File: config.mk
export PLATFORM = sky130hd
export DESIGN_NAME = terminal_halfblock_delta_encoder_core_flat
export DESIGN_NICKNAME = d
export VERILOG_FILES = /design/src/hw/rtl/thde_pkg.sv /design/src/hw/rtl/thde_if.sv /design/src/hw/rtl/terminal_halfblock_delta_encoder_core.sv /design/src/hw/rtl/thde_front.sv /design/src/hw/rtl/thde_queue.sv /design/src/hw/rtl/thde_back.sv /design/src/flat_wrapper.sv
export SDC_FILE = /design/constraint.sdc
export NUM_CORES = 1
export LEC_CHECK = 0
export BUFFER_PORTS_ARGS = -buffer_cell sky130_fd_sc_hd__buf_4
export CORE_ASPECT_RATIO = 1.2
export CORE_MARGIN = 2
export CORE_UTILIZATION = 32
export CTS_CLUSTER_DIAMETER = 100
export CTS_CLUSTER_SIZE = 10
export DETAILED_ROUTE_END_ITERATION = 8
export PLACE_DENSITY = 0.58
export SYNTH_ARGS = -nofsm -noshare
export SYNTH_HDL_FRONTEND = slang
export SYNTH_SLANG_ARGS = --single-unit
File: constraint.sdc
create_clock -name i_clk -period 5.75 [get_ports i_clk]
set_input_delay 0.8625 -clock i_clk [delete_from_list [all_inputs] [get_ports i_clk]]
set_output_delay 0.8625 -clock i_clk [all_outputs]
set_load 0.01 [all_outputs]
File: src/hw/rtl/thde_pkg.sv
// ----------------------------------------------------------------------------
// thde_pkg
// Shared types, character codes and helper functions of the terminal
// half-block delta encoder.
// ----------------------------------------------------------------------------
package thde_pkg;

    // Largest zero-based coordinate; larger values are saturated to it.
    localparam int unsigned COORD_MAX = 1023;
    localparam logic [9:0]  COORD_LIM = 10'(COORD_MAX);

    // Depth of the command queue between front and back; a power of two.
    localparam int unsigned Q_DEPTH = 2;
    localparam int unsigned Q_AW    = $clog2(Q_DEPTH);

    // Line event codes.
    localparam logic [1:0] EV_CONT  = 2'd0;
    localparam logic [1:0] EV_FRAME = 2'd1;
    localparam logic [1:0] EV_LINE  = 2'd2;

    // Characters of the stream.
    localparam logic [7:0] CH_ESC   = 8'h1B;
    localparam logic [7:0] CH_LBR   = 8'h5B;  // '['
    localparam logic [7:0] CH_ZERO  = 8'h30;  // '0'
    localparam logic [7:0] CH_THREE = 8'h33;  // '3'
    localparam logic [7:0] CH_FOUR  = 8'h34;  // '4'
    localparam logic [7:0] CH_FIVE  = 8'h35;  // '5'
    localparam logic [7:0] CH_EIGHT = 8'h38;  // '8'
    localparam logic [7:0] CH_SEMI  = 8'h3B;  // ';'
    localparam logic [7:0] CH_H     = 8'h48;  // 'H'
    localparam logic [7:0] CH_M     = 8'h6D;  // 'm'
    localparam logic [7:0] CH_SPACE = 8'h20;
    localparam logic [7:0] CH_G0    = 8'hE2;  // upper half block, UTF-8
    localparam logic [7:0] CH_G1    = 8'h96;
    localparam logic [7:0] CH_G2    = 8'h80;

    // Segments of one cell's output, in the order in which they are sent.
    typedef enum logic [2:0] {
        SEG_RESET,
        SEG_MOVE_A,
        SEG_MOVE_B,
        SEG_BG,
        SEG_FG,
        SEG_TAIL
    } t_seg;

    localparam int unsigned SEG_NUM = 6;

    typedef logic [SEG_NUM-1:0] t_flags;

    // One classified cell, as handed from the front to the back.
    typedef struct packed {
        t_flags      flags;
        logic        glyph;    // half block rather than a space
        logic [10:0] row1;     // one-based row
        logic [10:0] col1;     // one-based column
        logic [1:0]  row_pw;   // power of ten of the leading digit
        logic [1:0]  col_pw;
        logic [7:0]  bg_col;
        logic [7:0]  fg_col;
        logic [1:0]  bg_pw;
        logic [1:0]  fg_pw;
    } t_cmd;

    // Steps of the byte sequencer.
    typedef enum logic [4:0] {
        ST_IDLE,
        ST_ESC,
        ST_LBR,
        ST_ZERO,
        ST_RM,
        ST_ROW,
        ST_MSEMI,
        ST_COL,
        ST_H,
        ST_SEL,
        ST_EIGHT,
        ST_SEMI_A,
        ST_FIVE,
        ST_SEMI_B,
        ST_COLOR,
        ST_CM,
        ST_SPACE,
        ST_G0,
        ST_G1,
        ST_G2
    } t_step;

    function automatic logic [13:0] f_pow10(input logic [1:0] pw);
        logic [13:0] p;
        unique case (pw)
            2'd0:    p = 14'd1;
            2'd1:    p = 14'd10;
            2'd2:    p = 14'd100;
            default: p = 14'd1000;
        endcase
        return p;
    endfunction

    // Power of ten of the leading digit, so that no leading zero is sent.
    function automatic logic [1:0] f_start_pow(input logic [10:0] v);
        logic [1:0] pw;
        if (v >= 11'd1000) begin
            pw = 2'd3;
        end else if (v >= 11'd100) begin
            pw = 2'd2;
        end else if (v >= 11'd10) begin
            pw = 2'd1;
        end else begin
            pw = 2'd0;
        end
        return pw;
    endfunction

endpackage

File: src/hw/rtl/thde_if.sv
// ----------------------------------------------------------------------------
// thde_if
// Valid/ready channels of the encoder: cells in, stream bytes out.
// ----------------------------------------------------------------------------
interface thde_in_if;
    logic       valid;
    logic       ready;
    logic [1:0] line_event;
    logic [9:0] row;
    logic [9:0] col;
    logic [7:0] new_upper;
    logic [7:0] new_lower;
    logic [7:0] old_upper;
    logic [7:0] old_lower;

    modport source (
        output valid, line_event, row, col, new_upper, new_lower, old_upper, old_lower,
        input  ready
    );
    modport sink (
        input  valid, line_event, row, col, new_upper, new_lower, old_upper, old_lower,
        output ready
    );
endinterface

interface thde_out_if;
    logic       valid;
    logic       ready;
    logic [7:0] out_byte;
    logic       last_byte;

    modport source (
        output valid, out_byte, last_byte,
        input  ready
    );
    modport sink (
        input  valid, out_byte, last_byte,
        output ready
    );
endinterface

File: src/hw/rtl/terminal_halfblock_delta_encoder_core.sv
// ----------------------------------------------------------------------------
// terminal_halfblock_delta_encoder_core
// Turns half-block character cells into the ANSI byte stream that updates a
// terminal, sending only what changed.
// ----------------------------------------------------------------------------
// A cell is accepted in every cycle while the two-entry command queue between
// the classifying front end and the byte sequencer has room; an unchanged cell
// without a frame or line mark only updates the state and takes no queue
// entry. The sequencer sends one word per cycle while the sink is ready. A
// cell produces no bytes when it is unchanged and has no mark, about ten to
// sixteen for a typical changed one and at most 53, with consecutive cells
// sent back to back. The first byte of a cell that enters an empty block
// passes through the queue, the command and step registers of the sequencer
// and the output register. Decimal numbers are sent one digit per cycle
// while the sink is ready, by a compare ladder on the remainder.
// ----------------------------------------------------------------------------
module terminal_halfblock_delta_encoder_core
    import thde_pkg::*;
(
    input  logic       i_clk,
    input  logic       i_rst_n,
    thde_in_if.sink    i_in,
    thde_out_if.source o_out
);

    logic q_push, q_full, q_valid, q_pop;
    t_cmd q_wdata, q_rdata;

    thde_front u_front (
        .i_clk   (i_clk),
        .i_rst_n (i_rst_n),
        .i_in    (i_in),
        .o_push  (q_push),
        .o_cmd   (q_wdata),
        .i_full  (q_full)
    );

    thde_queue u_queue (
        .i_clk   (i_clk),
        .i_rst_n (i_rst_n),
        .i_push  (q_push),
        .i_data  (q_wdata),
        .o_full  (q_full),
        .o_valid (q_valid),
        .o_data  (q_rdata),
        .i_pop   (q_pop)
    );

    thde_back u_back (
        .i_clk   (i_clk),
        .i_rst_n (i_rst_n),
        .i_valid (q_valid),
        .i_cmd   (q_rdata),
        .o_pop   (q_pop),
        .o_out   (o_out)
    );

endmodule

File: src/hw/rtl/thde_front.sv
// ----------------------------------------------------------------------------
// thde_front
// Accepts cells, tracks the colours already sent and the pending cursor
// jump, and turns each cell into a command for the byte sequencer.
// ----------------------------------------------------------------------------
module thde_front
    import thde_pkg::*;
(
    input  logic          i_clk,
    input  logic          i_rst_n,
    thde_in_if.sink       i_in,
    output logic          o_push,
    output t_cmd          o_cmd,
    input  logic          i_full
);

    logic [7:0] r_fg_sent, n_fg_sent;
    logic       r_fg_known, n_fg_known;
    logic [7:0] r_bg_sent, n_bg_sent;
    logic       r_bg_known, n_bg_known;
    logic       r_jump, n_jump;

    logic       accept;
    logic       frame, line;
    logic       unchanged;
    logic       fg_known_eff, bg_known_eff, jump_eff;
    logic [9:0] row_c, col_c;
    t_cmd       cmd;

    assign i_in.ready = !i_full;
    assign accept     = i_in.valid && i_in.ready;

    always_comb begin
        frame     = (i_in.line_event == EV_FRAME);
        line      = (i_in.line_event == EV_LINE);
        unchanged = (i_in.new_upper == i_in.old_upper) && (i_in.new_lower == i_in.old_lower);

        // A frame start clears everything; a line start forgets the colours only.
        bg_known_eff = r_bg_known && !frame && !line;
        fg_known_eff = r_fg_known && !frame && !line;
        jump_eff     = r_jump && !frame;

        row_c = (i_in.row > COORD_LIM) ? COORD_LIM : i_in.row;
        col_c = (i_in.col > COORD_LIM) ? COORD_LIM : i_in.col;

        cmd        = '0;
        cmd.row1   = {1'b0, row_c} + 11'd1;
        cmd.col1   = {1'b0, col_c} + 11'd1;
        cmd.row_pw = f_start_pow(cmd.row1);
        cmd.col_pw = f_start_pow(cmd.col1);
        cmd.bg_col = i_in.new_lower;
        cmd.fg_col = i_in.new_upper;
        cmd.bg_pw  = f_start_pow({3'b0, i_in.new_lower});
        cmd.fg_pw  = f_start_pow({3'b0, i_in.new_upper});
        cmd.glyph  = (i_in.new_upper != i_in.new_lower);

        cmd.flags[SEG_RESET]  = line;
        cmd.flags[SEG_MOVE_A] = frame || line;

        n_fg_sent  = frame ? 8'd0 : r_fg_sent;
        n_bg_sent  = frame ? 8'd0 : r_bg_sent;
        n_fg_known = fg_known_eff;
        n_bg_known = bg_known_eff;
        n_jump     = 1'b1;

        if (!unchanged) begin
            n_jump                = 1'b0;
            cmd.flags[SEG_MOVE_B] = jump_eff;
            cmd.flags[SEG_BG]     = !bg_known_eff || (r_bg_sent != i_in.new_lower);
            cmd.flags[SEG_TAIL]   = 1'b1;
            n_bg_sent             = i_in.new_lower;
            n_bg_known            = 1'b1;
            if (cmd.glyph) begin
                cmd.flags[SEG_FG] = !fg_known_eff || (r_fg_sent != i_in.new_upper);
                n_fg_sent         = i_in.new_upper;
                n_fg_known        = 1'b1;
            end
        end
    end

    always_ff @(posedge i_clk) begin
        if (!i_rst_n) begin
            r_fg_sent  <= 8'd0;
            r_fg_known <= 1'b0;
            r_bg_sent  <= 8'd0;
            r_bg_known <= 1'b0;
            r_jump     <= 1'b0;
        end else if (accept) begin
            r_fg_sent  <= n_fg_sent;
            r_fg_known <= n_fg_known;
            r_bg_sent  <= n_bg_sent;
            r_bg_known <= n_bg_known;
            r_jump     <= n_jump;
        end
    end

    // Cells that send nothing only update the state.
    assign o_push = accept && (cmd.flags != '0);
    assign o_cmd  = cmd;

endmodule

File: src/hw/rtl/thde_queue.sv
// ----------------------------------------------------------------------------
// thde_queue
// Short command queue between the front and the byte sequencer.
// ----------------------------------------------------------------------------
module thde_queue
    import thde_pkg::*;
(
    input  logic i_clk,
    input  logic i_rst_n,
    input  logic i_push,
    input  t_cmd i_data,
    output logic o_full,
    output logic o_valid,
    output t_cmd o_data,
    input  logic i_pop
);

    logic [Q_AW-1:0] r_wr_ptr, r_rd_ptr;
    logic [Q_AW:0]   r_count;
    t_cmd            r_mem [Q_DEPTH];

    logic do_push, do_pop;

    assign o_full  = (r_count == (Q_AW+1)'(Q_DEPTH));
    assign o_valid = (r_count != '0);
    assign o_data  = r_mem[r_rd_ptr];
    assign do_push = i_push && !o_full;
    assign do_pop  = i_pop && o_valid;

    always_ff @(posedge i_clk) begin
        if (!i_rst_n) begin
            r_wr_ptr <= '0;
            r_rd_ptr <= '0;
            r_count  <= '0;
        end else begin
            if (do_push) begin
                r_wr_ptr <= r_wr_ptr + 1'b1;
            end
            if (do_pop) begin
                r_rd_ptr <= r_rd_ptr + 1'b1;
            end
            if (do_push && !do_pop) begin
                r_count <= r_count + 1'b1;
            end else if (do_pop && !do_push) begin
                r_count <= r_count - 1'b1;
            end
        end
    end

    always_ff @(posedge i_clk) begin
        if (do_push) begin
            r_mem[r_wr_ptr] <= i_data;
        end
    end

endmodule

File: src/hw/rtl/thde_back.sv
// ----------------------------------------------------------------------------
// thde_back
// Byte sequencer: walks the segments of one command; while the sink is ready it
// sends one word, decimal numbers one digit, per cycle via an output register.
// ----------------------------------------------------------------------------
module thde_back
    import thde_pkg::*;
(
    input  logic          i_clk,
    input  logic          i_rst_n,
    input  logic          i_valid,
    input  t_cmd          i_cmd,
    output logic          o_pop,
    thde_out_if.source    o_out
);

    t_step       r_step, n_step;
    t_seg        r_seg, n_seg;
    t_flags      r_pend, n_pend;
    t_cmd        r_cmd, n_cmd;
    logic [10:0] r_rem, n_rem;
    logic [1:0]  r_pw, n_pw;
    logic        r_ovalid, n_ovalid;
    logic [7:0]  r_obyte, n_obyte;
    logic        r_olast, n_olast;

    logic        adv;
    logic        seg_end;
    logic        num_step;
    logic [3:0]  digit;
    logic [13:0] sub;
    logic [13:0] thr;
    logic [7:0]  byte_now;
    logic [7:0]  color;
    logic [1:0]  color_pw;
    t_seg        next_seg;
    t_seg        load_seg;

    function automatic t_seg f_first(input t_flags f);
        t_seg s;
        s = SEG_TAIL;
        for (int i = SEG_NUM - 1; i >= 0; i--) begin
            if (f[i]) begin
                s = t_seg'(3'(i));
            end
        end
        return s;
    endfunction

    function automatic t_step f_start(input t_seg s, input logic glyph);
        t_step st;
        if (s == SEG_TAIL) begin
            st = glyph ? ST_G0 : ST_SPACE;
        end else begin
            st = ST_ESC;
        end
        return st;
    endfunction

    assign adv      = !r_ovalid || o_out.ready;
    assign num_step = (r_step == ST_ROW) || (r_step == ST_COL) || (r_step == ST_COLOR);
    assign next_seg = f_first(r_pend);
    assign load_seg = f_first(i_cmd.flags);

    // Leading digit of the remainder at the current power of ten.
    always_comb begin
        digit = 4'd0;
        sub   = 14'd0;
        for (int k = 1; k <= 9; k++) begin
            thr = 14'(f_pow10(r_pw) * 14'(k));
            if ({3'b0, r_rem} >= thr) begin
                digit = 4'(k);
                sub   = thr;
            end
        end
    end

    always_comb begin
        color    = (r_seg == SEG_BG) ? r_cmd.bg_col : r_cmd.fg_col;
        color_pw = (r_seg == SEG_BG) ? r_cmd.bg_pw : r_cmd.fg_pw;

        unique case (r_step)
            ST_ESC:                       byte_now = CH_ESC;
            ST_LBR:                       byte_now = CH_LBR;
            ST_ZERO:                      byte_now = CH_ZERO;
            ST_RM, ST_CM:                 byte_now = CH_M;
            ST_ROW, ST_COL, ST_COLOR:     byte_now = CH_ZERO + {4'd0, digit};
            ST_MSEMI, ST_SEMI_A, ST_SEMI_B: byte_now = CH_SEMI;
            ST_H:                         byte_now = CH_H;
            ST_SEL:                       byte_now = (r_seg == SEG_BG) ? CH_FOUR : CH_THREE;
            ST_EIGHT:                     byte_now = CH_EIGHT;
            ST_FIVE:                      byte_now = CH_FIVE;
            ST_SPACE:                     byte_now = CH_SPACE;
            ST_G0:                        byte_now = CH_G0;
            ST_G1:                        byte_now = CH_G1;
            ST_G2:                        byte_now = CH_G2;
            default:                      byte_now = CH_SPACE;
        endcase

        seg_end = (r_step == ST_RM) || (r_step == ST_H) || (r_step == ST_CM) ||
                  (r_step == ST_SPACE) || (r_step == ST_G2);
    end

    always_comb begin
        n_step   = r_step;
        n_seg    = r_seg;
        n_pend   = r_pend;
        n_cmd    = r_cmd;
        n_rem    = r_rem;
        n_pw     = r_pw;
        n_ovalid = r_ovalid && !o_out.ready;
        n_obyte  = r_obyte;
        n_olast  = r_olast;
        o_pop    = 1'b0;

        if (r_step == ST_IDLE) begin
            if (i_valid) begin
                o_pop            = 1'b1;
                n_cmd            = i_cmd;
                n_seg            = load_seg;
                n_pend           = i_cmd.flags;
                n_pend[load_seg] = 1'b0;
                n_step           = f_start(load_seg, i_cmd.glyph);
            end
        end else if (adv) begin
            n_ovalid = 1'b1;
            n_obyte  = byte_now;
            n_olast  = seg_end && (r_pend == '0);

            unique case (r_step)
                ST_ESC:    n_step = ST_LBR;
                ST_LBR: begin
                    unique case (r_seg)
                        SEG_RESET: n_step = ST_ZERO;
                        SEG_MOVE_A, SEG_MOVE_B: begin
                            n_step = ST_ROW;
                            n_rem  = r_cmd.row1;
                            n_pw   = r_cmd.row_pw;
                        end
                        default:   n_step = ST_SEL;
                    endcase
                end
                ST_ZERO:   n_step = ST_RM;
                ST_ROW: begin
                    n_rem = 11'({3'b0, r_rem} - sub);
                    n_pw  = r_pw - 2'd1;
                    if (r_pw == 2'd0) begin
                        n_step = ST_MSEMI;
                    end
                end
                ST_MSEMI: begin
                    n_step = ST_COL;
                    n_rem  = r_cmd.col1;
                    n_pw   = r_cmd.col_pw;
                end
                ST_COL: begin
                    n_rem = 11'({3'b0, r_rem} - sub);
                    n_pw  = r_pw - 2'd1;
                    if (r_pw == 2'd0) begin
                        n_step = ST_H;
                    end
                end
                ST_SEL:    n_step = ST_EIGHT;
                ST_EIGHT:  n_step = ST_SEMI_A;
                ST_SEMI_A: n_step = ST_FIVE;
                ST_FIVE:   n_step = ST_SEMI_B;
                ST_SEMI_B: begin
                    n_step = ST_COLOR;
                    n_rem  = {3'b0, color};
                    n_pw   = color_pw;
                end
                ST_COLOR: begin
                    n_rem = 11'({3'b0, r_rem} - sub);
                    n_pw  = r_pw - 2'd1;
                    if (r_pw == 2'd0) begin
                        n_step = ST_CM;
                    end
                end
                ST_G0:     n_step = ST_G1;
                ST_G1:     n_step = ST_G2;
                default:   n_step = r_step;
            endcase

            // At the end of a segment go on to the next one, or straight to the
            // next command so that cells follow each other without a gap.
            if (seg_end) begin
                if (r_pend != '0) begin
                    n_seg            = next_seg;
                    n_pend           = r_pend;
                    n_pend[next_seg] = 1'b0;
                    n_step           = f_start(next_seg, r_cmd.glyph);
                end else if (i_valid) begin
                    o_pop            = 1'b1;
                    n_cmd            = i_cmd;
                    n_seg            = load_seg;
                    n_pend           = i_cmd.flags;
                    n_pend[load_seg] = 1'b0;
                    n_step           = f_start(load_seg, i_cmd.glyph);
                end else begin
                    n_step = ST_IDLE;
                end
            end
        end
    end

    always_ff @(posedge i_clk) begin
        if (!i_rst_n) begin
            r_step   <= ST_IDLE;
            r_seg    <= SEG_RESET;
            r_pend   <= '0;
            r_ovalid <= 1'b0;
        end else begin
            r_step   <= n_step;
            r_seg    <= n_seg;
            r_pend   <= n_pend;
            r_ovalid <= n_ovalid;
        end
    end

    always_ff @(posedge i_clk) begin
        r_cmd   <= n_cmd;
        r_rem   <= n_rem;
        r_pw    <= n_pw;
        r_obyte <= n_obyte;
        r_olast <= n_olast;
    end

    assign o_out.valid     = r_ovalid;
    assign o_out.out_byte  = r_obyte;
    assign o_out.last_byte = r_olast;

`ifndef SYNTHESIS
    a_idle_no_pending: assert property (@(posedge i_clk) disable iff (!i_rst_n)
        (r_step == ST_IDLE) |-> (r_pend == '0))
        else $error("segments pending while the sequencer is idle");

    a_digit_in_range: assert property (@(posedge i_clk) disable iff (!i_rst_n)
        num_step |-> ({3'b0, r_rem} < 14'(f_pow10(r_pw) * 14'd10)))
        else $error("decimal remainder exceeds the current power of ten");

    a_last_is_final_char: assert property (@(posedge i_clk) disable iff (!i_rst_n)
        (r_ovalid && r_olast) |->
        ((r_obyte == CH_H) || (r_obyte == CH_M) || (r_obyte == CH_SPACE) ||
         (r_obyte == CH_G2)))
        else $error("last word of a cell is not a closing character");
`endif

endmodule

File: src/flat_wrapper.sv
// flat-port wrapper written by rule: the top's interface ports become plain ports
module terminal_halfblock_delta_encoder_core_flat import thde_pkg::*;
  (i_clk, i_rst_n, i_in_valid, i_in_line_event, i_in_row, i_in_col, i_in_new_upper, i_in_new_lower, i_in_old_upper, i_in_old_lower, i_in_ready, o_out_valid, o_out_out_byte, o_out_last_byte, o_out_ready);
  thde_in_if i_in_i ();
  thde_out_if o_out_i ();
  input  logic i_clk;
  input  logic i_rst_n;
  input wire logic [$bits(i_in_i.valid)-1:0] i_in_valid;
  input wire logic [$bits(i_in_i.line_event)-1:0] i_in_line_event;
  input wire logic [$bits(i_in_i.row)-1:0] i_in_row;
  input wire logic [$bits(i_in_i.col)-1:0] i_in_col;
  input wire logic [$bits(i_in_i.new_upper)-1:0] i_in_new_upper;
  input wire logic [$bits(i_in_i.new_lower)-1:0] i_in_new_lower;
  input wire logic [$bits(i_in_i.old_upper)-1:0] i_in_old_upper;
  input wire logic [$bits(i_in_i.old_lower)-1:0] i_in_old_lower;
  output wire logic [$bits(i_in_i.ready)-1:0] i_in_ready;
  output wire logic [$bits(o_out_i.valid)-1:0] o_out_valid;
  output wire logic [$bits(o_out_i.out_byte)-1:0] o_out_out_byte;
  output wire logic [$bits(o_out_i.last_byte)-1:0] o_out_last_byte;
  input wire logic [$bits(o_out_i.ready)-1:0] o_out_ready;
  assign i_in_i.valid = i_in_valid;
  assign i_in_i.line_event = i_in_line_event;
  assign i_in_i.row = i_in_row;
  assign i_in_i.col = i_in_col;
  assign i_in_i.new_upper = i_in_new_upper;
  assign i_in_i.new_lower = i_in_new_lower;
  assign i_in_i.old_upper = i_in_old_upper;
  assign i_in_i.old_lower = i_in_old_lower;
  assign i_in_ready = i_in_i.ready;
  assign o_out_valid = o_out_i.valid;
  assign o_out_out_byte = o_out_i.out_byte;
  assign o_out_last_byte = o_out_i.last_byte;
  assign o_out_i.ready = o_out_ready;
  terminal_halfblock_delta_encoder_core u_core (.i_clk(i_clk), .i_rst_n(i_rst_n), .i_in(i_in_i), .o_out(o_out_i));
endmodule
==> results of run 1 <==
[worst paths after layout]
path,start,endpoint,slack (ns),cells past startpoint
max reg2reg,u_core.u_back.r_pw[0]$_DFFE_PP_,u_core.u_back.r_rem[9]$_DFFE_PP_,0.29,23
min,u_core.u_front.r_jump$_SDFFE_PN0P_,u_core.u_front.r_jump$_SDFFE_PN0P_,0.46,2
max,u_core.u_back.r_pw[0]$_DFFE_PP_,u_core.u_back.r_rem[9]$_DFFE_PP_,0.29,23
min reg2reg,u_core.u_front.r_jump$_SDFFE_PN0P_,u_core.u_front.r_jump$_SDFFE_PN0P_,0.46,2
[per-layer routing]
metal	GRT usage (%)	wire (um)	vias to the layer above
li1	-	-	4657
met2	26.8	16000	265
met3	1.93	1460	86
met4	5.61	1190	0
met5	0	0	-
met1	20.8	14500	4615
[state kept, by name, indices dropped and copies added, names as in the netlist, named ones only]
signal / flops
u_core.u_back.o_out.last_byte: 1
u_core.u_back.o_out.out_byte: 8
u_core.u_back.o_out.valid: 1
u_core.u_back.r_cmd: 47
u_core.u_back.r_pend: 6
u_core.u_back.r_pw: 2
u_core.u_back.r_rem: 11
u_core.u_back.r_seg: 3
u_core.u_back.r_step: 5
u_core.u_front.r_bg_known: 1
u_core.u_front.r_bg_sent: 8
u_core.u_front.r_fg_known: 1
u_core.u_front.r_fg_sent: 8
u_core.u_front.r_jump: 1
u_core.u_queue.r_count: 2
u_core.u_queue.r_mem: 106
u_core.u_queue.r_rd_ptr: 1
u_core.u_queue.r_wr_ptr: 1
[power groups by stage]
| stage | sequential, W | combinational [W] | clock (W) |
|---|---|---|---|
| after detailed placement | 0.00241 | 0.00164 | 0 |
| after floorplan | 0.00236 | 0.00114 | 0 |
| after global routing | 0.00242 | 0.00183 | 0.00144 |
| after global placement | 0.00240 | 0.00163 | 0 |
| final | 0.00237 | 0.00165 | 0.00134 |
| after CTS | 0.00238 | 0.00165 | 0.00138 |
[worst register-to-register path, delay by kind of cell, from the launching register on]
family	cells	cell delay [ns]
AOI/OAI and AO/OA	10	2.24
muxes	1	0.20
buffers and inverters	3	0.45
and+or+nand+nor	6	1.13
adders and majority gates	3	0.75
DFF	1	0.44
[placed cells by master (no fill, tap or decap), drive strengths merged, types with 15 or more instances in the layout]
| master | count |
|---|---|
| a21o | 16 |
| a21oi | 74 |
| a22oi | 24 |
| and3 | 15 |
| buf | 131 |
| clkbuf | 35 |
| dfxtp | 39 |
| edfxtp | 175 |
| ha | 88 |
| inv | 44 |
| mux2 | 49 |
| mux2i | 19 |
| nand2 | 51 |
| nand2b | 18 |
| nand3 | 28 |
| nor2 | 93 |
| nor2b | 26 |
| nor3 | 26 |
| o21ai | 74 |
| xnor2 | 45 |
| xor2 | 29 |
[per-stage QoR]
stage               setup TNS [ns]  total power (W)  instance area (um^2)
detailed placement               0          0.00405                 14100
global route               -0.0109          0.00569                 14900
global placement                 0          0.00403                 14100
floorplan                        0          0.00350                 12700
finish                           0          0.00536                 14900
CTS                              0          0.00541                 14800
[logic make-up (layout without fill, tap and decap cells)]
kind of cell	after synthesis	after routing	synth area share, %
AO/OA/AOI/OAI	315	315	16.8
XOR/XNOR	74	74	5.10
adder cells (fa/ha/maj)	90	90	8.98
buffers and inverters	101	212	3.10
flip-flops	214	214	47.5
multiplexers	68	68	5.87
AND/OR/NAND/NOR	317	317	12.6
[synthesized netlist by cell type, types with 12 or more instances]
master    count  area share (%)
edfxtp_1    175              41
nor2_1       93             2.7
ha_1         88             8.7
a21oi_1      74             2.9
o21ai_0      65             2.6
nand2_1      51             1.5
mux2_2       48             4.3
xnor2_1      45             3.1
inv_1        44             1.3
clkbuf_1     41             1.2
dfxtp_1      39             6.1
xor2_1       29             2.0
nand3_1      28             1.1
nor2b_1      26             1.3
nor3_1       26             1.0
a22oi_1      24             1.4
mux2i_1      19             1.5
nand2b_1     17            0.84
a21o_1       16            0.95
and3_1       15            0.74
nand4_1      14            0.69
a211oi_1     12            0.71
o211ai_1     12            0.71
[area by class of cell]
| type | count | area (um^2) | area share, % |
|---|---|---|---|
| multi-input combinational | 864 | 6360 | 42.7 |
| sequential | 214 | 6040 | 40.5 |
| timing repair buffer | 132 | 1010 | 6.76 |
| clock buffer | 35 | 663 | 4.45 |
| tap | 526 | 658 | 4.42 |
| inverter | 44 | 165 | 1.11 |
| clock inverter | 1 | 8.76 | 0.0588 |
[what timing repair did]
item / 4_1_cts / 5_1_grt
resized for setup: 0 / 22
buffers inserted: 0 / 5
setup endpoints to repair: 0 / 5
==> results.json, run 1 <==
{
  "utilization_pct": 38.3,
  "ys_async_sr_fraction_pct": 0,
  "critPathLaunchType": "flop",
  "routabilityCongestion": 0.959,
  "cts_tree": "built",
  "fill_cells": 3887,
  "grt_pass1_wl_um": 52400,
  "pwr-share-clk_pct": 25.0,
  "drive_above_1_share_pct": 19.0,
  "dp.cells": 1774,
  "required_ns": 5.98,
  "p_leak_nw": 5.57,
  "tightestPinTransition_ns": 1.13,
  "setup_slack_ns": 0.295,
  "antenna_found_initial": 0,
  "vdd_drop_max_mv": 0.228,
  "max_freq_mhz": 183,
  "seqPwrFrac_pct": 44.3,
  "io_buffer_count": 68,
  "worst_setup_path_end_kind": "flop",
  "drv_slew": 0,
  "ys_seq_area_share_pct": 47.5,
  "synth_edf_count": 175,
  "insertion_delay_ns": 0.51,
  "crit_buf_inv": 3,
  "slowest_stage": "a2111oi_0",
  "finalCritPeriodShare_pct": 94.9,
  "dr.pass1.iters": 5,
  "fin_cells": 1816,
  "gr-total-overflow": 0,
  "dieArea_um2": 41300,
  "min_period_ns": 5.46,
  "netlist_instances": 1179,
  "grt_use_total_pct": 15.9,
  "drt-initial-drc-count": 642,
  "routedWlPerCell_um": 18.2,
  "coreArea_um2": 38900,
  "cts.htree.levels": 1,
  "io_pins": 69,
  "crit_type": "reg -> reg",
  "switchingPower_w": 0.00169,
  "clock_sinks": 214,
  "fin_hold_ws_ns": 0.463,
  "slew_headroom_pct": 24.6,
  "synthesis.area_um2": 12700,
  "drc": 0,
  "chipWidth_um": 186,
  "die_h_um": 222,
  "ant_nets": 0,
  "max_cap_violations": 0,
  "crit_fanout": 9,
  "setup_violations": 0,
  "hold_path_class": "reg -> reg",
  "cts.clk_slew.worst_paths_ns": 0.06,
  "dp_slack_ns": 0.169,
  "p_int_w": 0.00367,
  "initial_core_util_pct": 32.6,
  "core.rowCount": 79,
  "grt_max_degree": 54,
  "clockRootBuffer": "clkbuf_16",
  "critical_path.top_delay_family": "compound AO/OA/AOI/OAI gates",
  "nets": 1429,
  "synth.avg_cell_area_um2": 10.8,
  "critPathMaxStageDelay_ns": 0.51,
  "drt-vias-per-instance": 5.30,
  "dp_hpwl_um": 24000,
  "p_sw_share_pct": 31.6,
  "area_growth_pct": 17.3,
  "cp_cell_sequence": "inv_1 -> buf_4 -> ha_2 -> nor2_1 -> buf_4 -> ha_1 -> a2111oi_0 -> nor3_1 -> or3_1 -> nand2b_1 -> o32ai_1 -> a22oi_1 -> o221a_1 -> ha_1 -> nor2b_1 -> o21ai_1 -> nand2b_1 -> a21o_1 -> a21o_1 -> a21o_1 -> a31oi_2 -> mux2i_1 -> o211ai_1",
  "p_per_area_nw_per_um2": 360,
  "cts_hold_buf": 0,
  "yosys_warnings": 0,
  "ys_ff_latch": 214,
  "combPwrFrac_pct": 30.7,
  "syn_nets": 1327,
  "vias": 9623,
  "synth.distinct_cells": 80,
  "cp.arrival_ns": 5.68,
  "grt_pass1_vias": 9516,
  "status": "complete, no violations",
  "cpMostUsedCell": "a21o_1",
  "ys.flop_type": "edfxtp_1",
  "clock_path_buffers": 3,
  "finClkSkew_ns": 0.0244,
  "hold_violations": 0,
  "cts_buffers": 25,
  "routed_wl_um": 33100,
  "antenna_cells": 0
}
Note: power is estimated with default switching activity, not from simulation.
==> run 2, diff against run 1 <==
--- a/config.mk
+++ b/config.mk
@@ -13,6 +13,7 @@
 export CTS_CLUSTER_SIZE = 10
 export DETAILED_ROUTE_END_ITERATION = 8
 export PLACE_DENSITY = 0.58
+export RECOVER_POWER = 100
 export SYNTH_ARGS = -nofsm -noshare
 export SYNTH_HDL_FRONTEND = slang
 export SYNTH_SLANG_ARGS = --single-unit
==> run 2 against run 1 <==
- the run now ends with max-capacitance violations, max-slew violations left
- non-clock buffer count is the same
- sequential cell count is the same
- cell area shrank 1.2%
- critical path type unchanged
- critical endpoint unchanged
==> results.json, run 2 (synthesis gave the netlist of run 1 again) <==
{
  "initial_core_util_pct": 32.6,
  "clockRootBuffer": "clkbuf_16",
  "dp_hpwl_um": 24000,
  "utilization_pct": 37.8,
  "routabilityCongestion": 0.959,
  "vias": 9629,
  "largest_reg_flops": 106,
  "gr-total-overflow": 0,
  "worst_setup_path_end_kind": "flop",
  "vdd_drop_max_mv": 0.225,
  "cts.clk_slew.worst_paths_ns": 0.06,
  "grt_use_total_pct": 15.9,
  "hold_depth": 2,
  "drc": 0,
  "min_period_ns": 5.46,
  "hold_path_class": "reg -> reg",
  "grt_pass1_wl_um": 52400,
  "finalCritPeriodShare_pct": 94.9,
  "setup_violations": 0,
  "dp.cells": 1774,
  "dieArea_um2": 41300,
  "clock_path_buffers": 3,
  "regToRegEndpoint": "u_core.u_back.r_rem[9]$_DFFE_PP_",
  "die_h_um": 222,
  "met1_length_um": 14700,
  "required_ns": 5.98,
  "coreArea_um2": 38900,
  "drt-vias-per-instance": 5.30,
  "whs_endpoint": "u_core.u_front.r_jump$_SDFFE_PN0P_",
  "r2r_slack_ns": 0.29,
  "hp-start": "u_core.u_front.r_jump$_SDFFE_PN0P_",
  "largestRegisters": "u_core.u_queue.r_mem (106), u_core.u_back.r_cmd (47), u_core.u_back.r_rem (11)",
  "ff2ff_path_depth": 20,
  "nets": 1429,
  "crit_fanout": 14,
  "cts_hold_buf": 0,
  "drive_above_1_share_pct": 15.1,
  "rr_startpoint": "u_core.u_back.r_pw[0]$_DFFE_PP_",
  "p_leak_nw": 5.43,
  "p_per_area_nw_per_um2": 361,
  "drt-initial-drc-count": 642,
  "fill_cells": 3928,
  "max_freq_mhz": 183,
  "slew_headroom_pct": -79.5,
  "fin_hold_ws_ns": 0.461,
  "antenna_found_initial": 0,
  "status": "complete, but fails checks",
  "route.met3.wl_um": 1370,
  "tightestPinTransition_ns": 2.69,
  "finClkSkew_ns": 0.0235,
  "crit_type": "reg -> reg",
  "fin_area_um2": 14700,
  "layout_common_cells": "edfxtp_1, nor2_1, buf_4",
  "mostFrequentLayoutCell": "edfxtp_1",
  "io_buffer_count": 68,
  "hold_violations": 0,
  "dr.pass1.iters": 5,
  "ant_nets": 0,
  "max_cap_violations": 1,
  "tns_ns": 0,
  "area_growth_pct": 15.9,
  "core.rowCount": 79,
  "routedWlPerCell_um": 18.3,
  "crit_start": "u_core.u_back.r_pw[0]$_DFFE_PP_",
  "io_pins": 69,
  "cts.htree.levels": 1,
  "drv_slew": 48,
  "grt_max_degree": 54,
  "antenna_cells": 0,
  "cts_buffers": 25,
  "top_register": "u_core.u_queue.r_mem",
  "fin_cells": 1816,
  "clock_sinks": 214,
  "violations": "max-capacitance violations, max-slew violations",
  "routed_wl_um": 33200,
  "routed.top_layer": "met4",
  "wl_met2_um": 16000,
  "cts_tree": "built",
  "place_area_um2": 14100,
  "chipWidth_um": 186,
  "cp.arrival_ns": 5.68,
  "grt_pass1_vias": 9516,
  "insertion_delay_ns": 0.51,
  "critPathLaunchType": "flop"
}
run 2: power breakdown:
part	total, W	internal [W]	switching [W]
clock network	0.00134	0.000788	0.000554
registers	0.00238	0.00221	0.000171
logic	0.00159	0.000626	0.000961
run 2: timing repair:
item	4_1_cts	5_1_grt
gates resized for setup	0	22
buffers inserted	0	5
setup endpoints to repair	0	5
run 2: through the flow:
| stage | setup WS (ns) | total power, W |
|---|---|---|
| after floorplan | 0.0108 | 0.00350 |
| after global placement | 0.275 | 0.00403 |
| after detailed placement | 0.169 | 0.00405 |
| after CTS | 0.130 | 0.00541 |
| after global routing | -0.0109 | 0.00563 |
| final | 0.295 | 0.00531 |
run 2: final cells by class:
class | instances | area, um^2 | share of cell area, %
Multi-Input combinational cell | 864 | 6320 | 42.9
Sequential cell | 214 | 6040 | 41.0
Timing Repair Buffer | 132 | 872 | 5.92
Clock buffer | 35 | 663 | 4.50
Tap cell | 526 | 658 | 4.47
Inverter | 44 | 165 | 1.12
Clock inverter | 1 | 8.76 | 0.0595
run 2: how the worst max path moves through the flow:
stage	endpoint	slack, ns	cells past startpoint
3_5_place_dp	u_core.u_back.r_rem[9]$_DFFE_PP_	0.17	27
5_1_grt	u_core.u_back.r_rem[9]$_DFFE_PP_	-0.01	25
6_report	u_core.u_back.r_rem[9]$_DFFE_PP_	0.29	20
2_1_floorplan	u_core.u_back.r_rem[9]$_DFFE_PP_	0.01	29
4_1_cts	u_core.u_back.r_rem[9]$_DFFE_PP_	0.13	27
3_3_place_gp	u_core.u_back.r_rem[10]$_DFFE_PP_	0.28	27
run 2: layer usage:
layer  vias up  global-route usage [%]
li1       4648                       -
met1      4639                    20.8
met2       264                    26.8
met3        78                    1.93
met4         0                    5.61
met5         -                       0
run 2: worst max-delay path: stages (launching register included):
cell and delay [ns]:
edfxtp_1 0.44, buf_4 0.16, ha_1 0.26, buf_4 0.19, inv_1 0.21, ha_1 0.32, a2111oi_1 0.36, a211oi_1 0.13
or4b_4 0.66, or3_1 0.46, o221a_1 0.24, ha_1 0.28, nor2b_1 0.13, o21ai_1 0.14, nand2b_1 0.11, a21o_1 0.19
a21o_1 0.18, a21o_1 0.21, a31oi_2 0.21, mux2i_1 0.20, o211ai_1 0.09
